===== src/hdl/set_assoc_cache_lru_sim_assert.svh =====
// Assertion macros for the LRU cache simulator.
// Used by the top level; expects clk_i and rst_ni in scope.
`ifndef SET_ASSOC_CACHE_LRU_SIM_ASSERT_SVH
`define SET_ASSOC_CACHE_LRU_SIM_ASSERT_SVH

// Check under reset gating.
`define SACL_ASSERT(lbl, prop, msg) \
  lbl: assert property (@(posedge clk_i) disable iff (!rst_ni) prop) else $error(msg);

// Check that also holds during reset.
`define SACL_ASSERT_ALWAYS(lbl, prop, msg) \
  lbl: assert property (@(posedge clk_i) prop) else $error(msg);

`endif


===== src/hdl/sacl_pkg.sv =====
// Shared types and constants for the LRU cache simulator.
// No dependencies.
package sacl_pkg;

  localparam int MaxSetsDef   = 256;
  localparam int MaxWaysDef   = 8;
  localparam int AddrWidthDef = 64;
  localparam int WayIdxW      = 4;
  localparam int RankW        = 3;
  localparam logic [RankW-1:0] RankMax = 3'd7;
  localparam logic [3:0] SetBitsMax = 4'd8;

  typedef enum logic [1:0] {
    CMD_LOAD,
    CMD_STORE,
    CMD_MODIFY,
    CMD_IFETCH
  } cmd_e;

  typedef enum logic [1:0] {
    OC_HIT,
    OC_MISS,
    OC_EVICT
  } outcome_e;

  typedef enum logic [1:0] {
    CFG_SET_BITS,
    CFG_BLOCK_BITS,
    CFG_WAYS
  } cfg_idx_e;

  typedef enum logic [1:0] {
    S_IDLE,
    S_READ,
    S_LOOK
  } state_e;

  typedef struct packed {
    logic               hit_found;
    logic [WayIdxW-1:0] hit_way;
    logic [RankW-1:0]   hit_rank;
    logic               inv_found;
    logic [WayIdxW-1:0] inv_way;
    logic               have_best;
    logic [RankW-1:0]   best_rank;
    logic [WayIdxW-1:0] best_way;
  } chain_t;

  typedef struct packed {
    logic [WayIdxW-1:0] way;
    logic               was_valid;
    logic [RankW-1:0]   old_rank;
  } touch_t;

endpackage


===== src/hdl/sacl_cell.sv =====
// One way of the current set: holds its line state, joins the victim chain
// and applies the LRU update. Depends on sacl_pkg.
module sacl_cell #(
  parameter int ADDR_WIDTH = sacl_pkg::AddrWidthDef
) (
  input  logic                        clk_i,
  input  logic                        rst_ni,
  input  logic [sacl_pkg::WayIdxW-1:0] way_id_i,
  input  logic                        active_i,
  input  logic                        load_i,
  input  logic                        load_valid_i,
  input  logic [ADDR_WIDTH-1:0]       load_tag_i,
  input  logic [sacl_pkg::RankW-1:0]  load_rank_i,
  input  logic                        upd_i,
  input  logic [ADDR_WIDTH-1:0]       lookup_tag_i,
  input  sacl_pkg::chain_t            chain_i,
  output sacl_pkg::chain_t            chain_o,
  input  sacl_pkg::touch_t            touch_i,
  output logic                        valid_o,
  output logic [ADDR_WIDTH-1:0]       tag_o,
  output logic [sacl_pkg::RankW-1:0]  rank_o
);
  import sacl_pkg::*;

  logic              valid_q, valid_d;
  logic [ADDR_WIDTH-1:0] tag_q, tag_d;
  logic [RankW-1:0]  rank_q, rank_d;
  logic              hit;

  assign hit = active_i && valid_q && (tag_q == lookup_tag_i);

  always_comb begin
    chain_o = chain_i;
    if (hit && !chain_i.hit_found) begin
      chain_o.hit_found = 1'b1;
      chain_o.hit_way   = way_id_i;
      chain_o.hit_rank  = rank_q;
    end
    if (active_i && !valid_q && !chain_i.inv_found) begin
      chain_o.inv_found = 1'b1;
      chain_o.inv_way   = way_id_i;
    end
    if (active_i && valid_q && (!chain_i.have_best || rank_q > chain_i.best_rank)) begin
      chain_o.have_best = 1'b1;
      chain_o.best_rank = rank_q;
      chain_o.best_way  = way_id_i;
    end
  end

  always_comb begin
    valid_d = valid_q;
    tag_d   = tag_q;
    rank_d  = rank_q;
    if (touch_i.way == way_id_i) begin
      valid_d = 1'b1;
      tag_d   = lookup_tag_i;
      rank_d  = '0;
    end else if (active_i && valid_q && rank_q != RankMax &&
                 (!touch_i.was_valid || rank_q < touch_i.old_rank)) begin
      rank_d = rank_q + 1'b1;
    end
  end

  always_ff @(posedge clk_i or negedge rst_ni) begin
    if (!rst_ni) begin
      valid_q <= 1'b0;
    end else if (load_i) begin
      valid_q <= load_valid_i;
    end else if (upd_i) begin
      valid_q <= valid_d;
    end
  end

  always_ff @(posedge clk_i) begin
    if (load_i) begin
      tag_q  <= load_tag_i;
      rank_q <= load_rank_i;
    end else if (upd_i) begin
      tag_q  <= tag_d;
      rank_q <= rank_d;
    end
  end

  assign valid_o = valid_d;
  assign tag_o   = tag_d;
  assign rank_o  = rank_d;

endmodule


===== config.mk =====
export PLATFORM = sky130hd
export DESIGN_NAME = sacl_cell
export DESIGN_NICKNAME = d
export VERILOG_FILES = /design/src/hdl/set_assoc_cache_lru_sim_assert.svh /design/src/hdl/sacl_pkg.sv /design/src/hdl/sacl_cell.sv
export SDC_FILE = /design/constraint.sdc
export NUM_CORES = 1
export LEC_CHECK = 0
export BUFFER_PORTS_ARGS = -buffer_cell sky130_fd_sc_hd__buf_4
export CORE_MARGIN = 3
export CORE_UTILIZATION = 40
export CTS_CLUSTER_DIAMETER = 150
export DETAILED_ROUTE_END_ITERATION = 8
export HOLD_SLACK_MARGIN = 0.02
export PLACE_DENSITY_LB_ADDON = 0.2
export SETUP_SLACK_MARGIN = 0.15
export SLEW_MARGIN = 30
export SYNTH_ARGS = -nofsm -noshare
export SYNTH_HDL_FRONTEND = slang
export SYNTH_SLANG_ARGS = --single-unit

===== constraint.sdc =====
create_clock -name clk_i -period 2.7 [get_ports clk_i]
set_input_delay 0.135 -clock clk_i [delete_from_list [all_inputs] [get_ports clk_i]]
set_output_delay 0.135 -clock clk_i [all_outputs]
set_load 0.03 [all_outputs]

======== After elaboration in Yosys (flattened, before gate mapping) ========
Cells that the tools add are included.
operators by class
  $add $sub $neg .......................... 1
  $mul .................................... 0
  divide/modulo/power cells ............... 0
  magnitude comparators ................... 2
  equality and inequality tests ........... 3
  shift operators ......................... 0
  muxes and demuxes ....................... 13
  bitwise operators ....................... 0
  reduce and logical (&&, ||, !) cells .... 16
operators with widths
  kind                 number
  $mux 64              3
  $eq 64x64->1         1
  $mux 8               2
  $mux 3               4
  $logic_and 1x1->1    8
  $logic_not 1->1      5
  $mux 5               1
  $eq 4x4->1           1
  $add 3x1->3 const B  1
  $gt 3x3->1           1
  $lt 3x3->1           1
  $mux 1               3
  $ne 3x3->1 const B   1
  $logic_or 1x1->1     2
  $reduce_bool 2->1    1
word-level totals
  bits in registers ....................... 68
  bits in latches ......................... 0
  memory bits (writable) .................. 0
  bits in read-only memories .............. 0
  output and inout bits ................... 89
  logic and storage cells ................. 38
  memories kept ........................... 0

======== Depth between registers and ports, before layout ========
  word-level depth ........................ 7
  mapped depth ............................ 8

======== Least setup slack after synthesis ========
OpenSTA, ideal clock, no wires.
  path type ............................... register to output
  from .................................... register rank_q[1]
  to ...................................... output chain_o[5] (netlist bit)
  arrival ................................. 2.066 ns
  path slack .............................. 0.499 ns
  cell stages (with the launch flop) ...... 7
  path buffers ............................ 0
  cell sequence ........................... edfxtp_1 > ha_1 > nor2b_1 > o21a_1 > o21ai_0 > a21oi_1 > o21ai_0
RTL lines
  what                    RTL line         RTL
  start, declared         sacl_cell.sv:27  logic [RankW-1:0] rank_q, rank_d;
  start signal, assigned  sacl_cell.sv:77  rank_q <= load_rank_i;
  start signal, assigned  sacl_cell.sv:80  rank_q <= rank_d;
  end, declared           sacl_cell.sv:17  output sacl_pkg::chain_t chain_o,

==> flow_summary.toml <==
[setup_path]
crit_path_top_delay_cell = "edfxtp_1"
critPathLaunchType = "register"
r2r_cells = 6
arrival_ns = 2.53
path_cells = "xnor2_1, nand4_1, nor4_2, nand4_1, nor3_4, buf_12, mux2_4, buf_6"
crit_buf_inv = 2
crit_type = "register to output pin"
crit_required_ns = 2.57
path_max_fanout = 7
crit_top_cell = "nand4_1"
crit_family = "simple AND/OR/NAND/NOR gates"
r2r-start = "rank_q[1]"
worstSetupEndpointType = "output pin"
r2r-end = "rank_q[1]"
max_stage_delay_ns = 0.40
reg2reg_setup_slack_ns = 0.60

[drt]
vias_per_cell = 5.04
drt-total-wl_mm = 14.9
drt_iter0_drc = 205
final_antenna_net_count = 0
vias = 4212
drtPass1Iterations = 4
drc = 0
routedWlPerCell_um = 17.8

[logic_synthesis]
synth_top_flop_cell = "edfxtp_1"
ys_seq_area_share_pct = 41.1
synth-xor-area-share_pct = 9.19
synth_compound_area_share_pct = 5.56
ys_warn_count = 0
synth.distinct_cells = 37
syn_area_um2 = 4950
synth_fa_ha_area_share_pct = 1.77
synth_top_family_by_area = "multiplexers"
synth.area.mux_share_pct = 31.1
netlist_instances = 398
synth_area_per_cell_um2 = 12.4
synth_seq_cells = 68
synth-simple-area-share_pct = 7.20
synth_edf_count = 67
synth_async_sr_flop_share_pct = 1.47
synth_nets = 575

[global_route]
first_global_vias = 4344
antenna_found_initial = 0
grtUsageTotal_pct = 20.8
overflow = 0
grt_pass1_wl_mm = 21.7
grt_max_degree = 80

[worst_hold_path]
hold_depth = 3
hp-class = "input pin to register"
whs_endpoint = "valid_q"
hold_path.startpoint = "load_valid_i"

[cells_and_area]
syn2layout_area_growth_pct = 49.8
fin_cells = 835
num-nets-final = 840
drive_gt1_share_pct = 64.8
postLayoutCellArea_um2 = 7420
final_common_cell = "buf_4"
n_antenna_cell = 0
layout_common_cells = "buf_4 (259), mux2_2 (128), edfxtp_1 (67)"
n_fill_cell = 1015

[place]
placed_cell_area_um2 = 7050
dp_cells = 813
port_buffers = 258
dpl.hpwl_mm = 11.6
post-place-ws_ns = 0.209
gp_congestion = 0.799

[sta]
max_slew.worst_pin.slew_ns = 0.651
rsz0062_at_grt = "yes"
clock_skew_ns = 0.00215
fmax_mhz = 375
timing.final.crit_share_pct = 98.7
drv_slew = 0
tns_ns = 0
setup_slack_ns = 0.0361
relSlewSlack_pct = 56.6
period_minus_slack_ns = 2.66
setup-violations-final = 0
hold_viol = 0

[floorplan]
start_util_pct = 41.1
die_y_um = 117
dieArea_um2 = 13800
core_um2 = 12100
pin_count = 259
num_rows = 40
die_width_um = 117

[clocking]
cts.htree.levels = 3
cts_tree = "yes"
path_clk_slew_ns = 0.06
clock-sinks = 68
clk_path_buf_depth = 2
worstSkewPairLatency_ns = 0.33
cts_inserted_buffers = 9
root_buffer = "clkbuf_16"

[power_and_ir_drop]
leakagePower_uw = 0.00314
irDropWorstVdd_mv = 0.320
p_per_area_nw_per_um2 = 536

[flow_run]
maxCapViolations = 0

[run_status]
status = "completed"
[worst max-delay path by stage]
stage,start,to,cells after the start
after floorplan,rank_q[1],chain_o[5],6
after global placement,tag_q[56],chain_o[17],8
after detailed placement,tag_q[48],chain_o[14],8
after CTS,tag_q[8],chain_o[14],8
after global routing,tag_q[56],chain_o[14],8
final,tag_q[56],chain_o[14],8
[sequential cells by signal, summed over array words and instances, names as in the netlist]
name     flops
valid_q      1
rank_q       3
tag_q       64
[power by group]
| group | internal [µW] | switching [µW] | leakage [µW] |
|---|---|---|---|
| clock network | 607 | 421 | 0.000124 |
| registers | 1330 | 84.4 | 0.000697 |
| logic | 754 | 787 | 0.00232 |
| total | 2690 | 1290 | 0.00314 |
[stage by stage]
step / util, % / total power, µW / hold slack [ns]
after global placement: 58.4 / 2920 / -0.0765
final: 61.6 / 3980 / 0.0637
after detailed placement: 58.4 / 2950 / -0.0734
after CTS: 61.2 / 4010 / 0.0531
after floorplan: - / 2350 / -0.161
after global routing: 61.6 / 4180 / 0.0806
[final cells by class]
class	instances	area, µm²	area share [%]
clock buffers	11	233	3.13
clock inverters	4	17.5	0.236
inverters	19	71.3	0.961
multi-input cells	295	2760	37.2
flip-flops and latches	68	2040	27.4
well taps	168	210	2.83
repair buffers	270	2090	28.2
[routing by layer]
layer | vias to the layer above | global-route usage [%] | share of wire [%]
li1 | 2026 | - | -
met1 | 1993 | 22.0 | 35
met2 | 174 | 37.4 | 52
met3 | 19 | 7.66 | 11
met4 | 0 | 7.80 | 2.3
met5 | - | 0 | 0
[worst register-to-register path, delay by kind of cell, from the launching register on]
| family | cells | cell delay (ns) |
|---|---|---|
| AO/OA/AOI/OAI | 4 | 0.81 |
| flip-flops | 1 | 0.46 |
| adder cells (fa/ha/maj) | 1 | 0.31 |
| multiplexers | 1 | 0.28 |
[kinds of logic (layout without fill, tap and decap cells)]
logic type / Yosys count / after routing
AND/OR/NAND/NOR: 62 / 62
buffers and inverters: 35 / 304
XOR/XNOR: 52 / 52
flip-flops: 68 / 68
multiplexers: 137 / 137
AO/OA/AOI/OAI: 37 / 37
adder cells (fa/ha/maj): 7 / 7
[cell usage after synthesis (3+ instances only)]
| master | n | share of area, % |
|---|---|---|
| a21oi_1 | 4 | 0.40 |
| buf_6 | 6 | 1.4 |
| clkbuf_1 | 8 | 0.61 |
| edfxtp_1 | 67 | 41 |
| ha_1 | 7 | 1.8 |
| inv_1 | 19 | 1.4 |
| mux2_2 | 135 | 31 |
| nand2_1 | 17 | 1.3 |
| nand2b_1 | 13 | 1.6 |
| nand4_1 | 12 | 1.5 |
| nor2_1 | 5 | 0.38 |
| nor4_1 | 4 | 0.50 |
| o2111ai_1 | 3 | 0.53 |
| o21ai_0 | 7 | 0.71 |
| o21ai_2 | 9 | 1.6 |
| or2_2 | 3 | 0.38 |
| xnor2_1 | 48 | 8.5 |
| xor2_1 | 4 | 0.71 |
[repair_timing]
item	in CTS	in global routing
pin swaps	6	7
gates cloned	0	0
setup endpoints to repair	7	14
resized for setup	16	1
setup buffers	1	5
hold buffers	1	0
endpoints found under the hold margin	1	0
(Power assumes the default switching activity.)
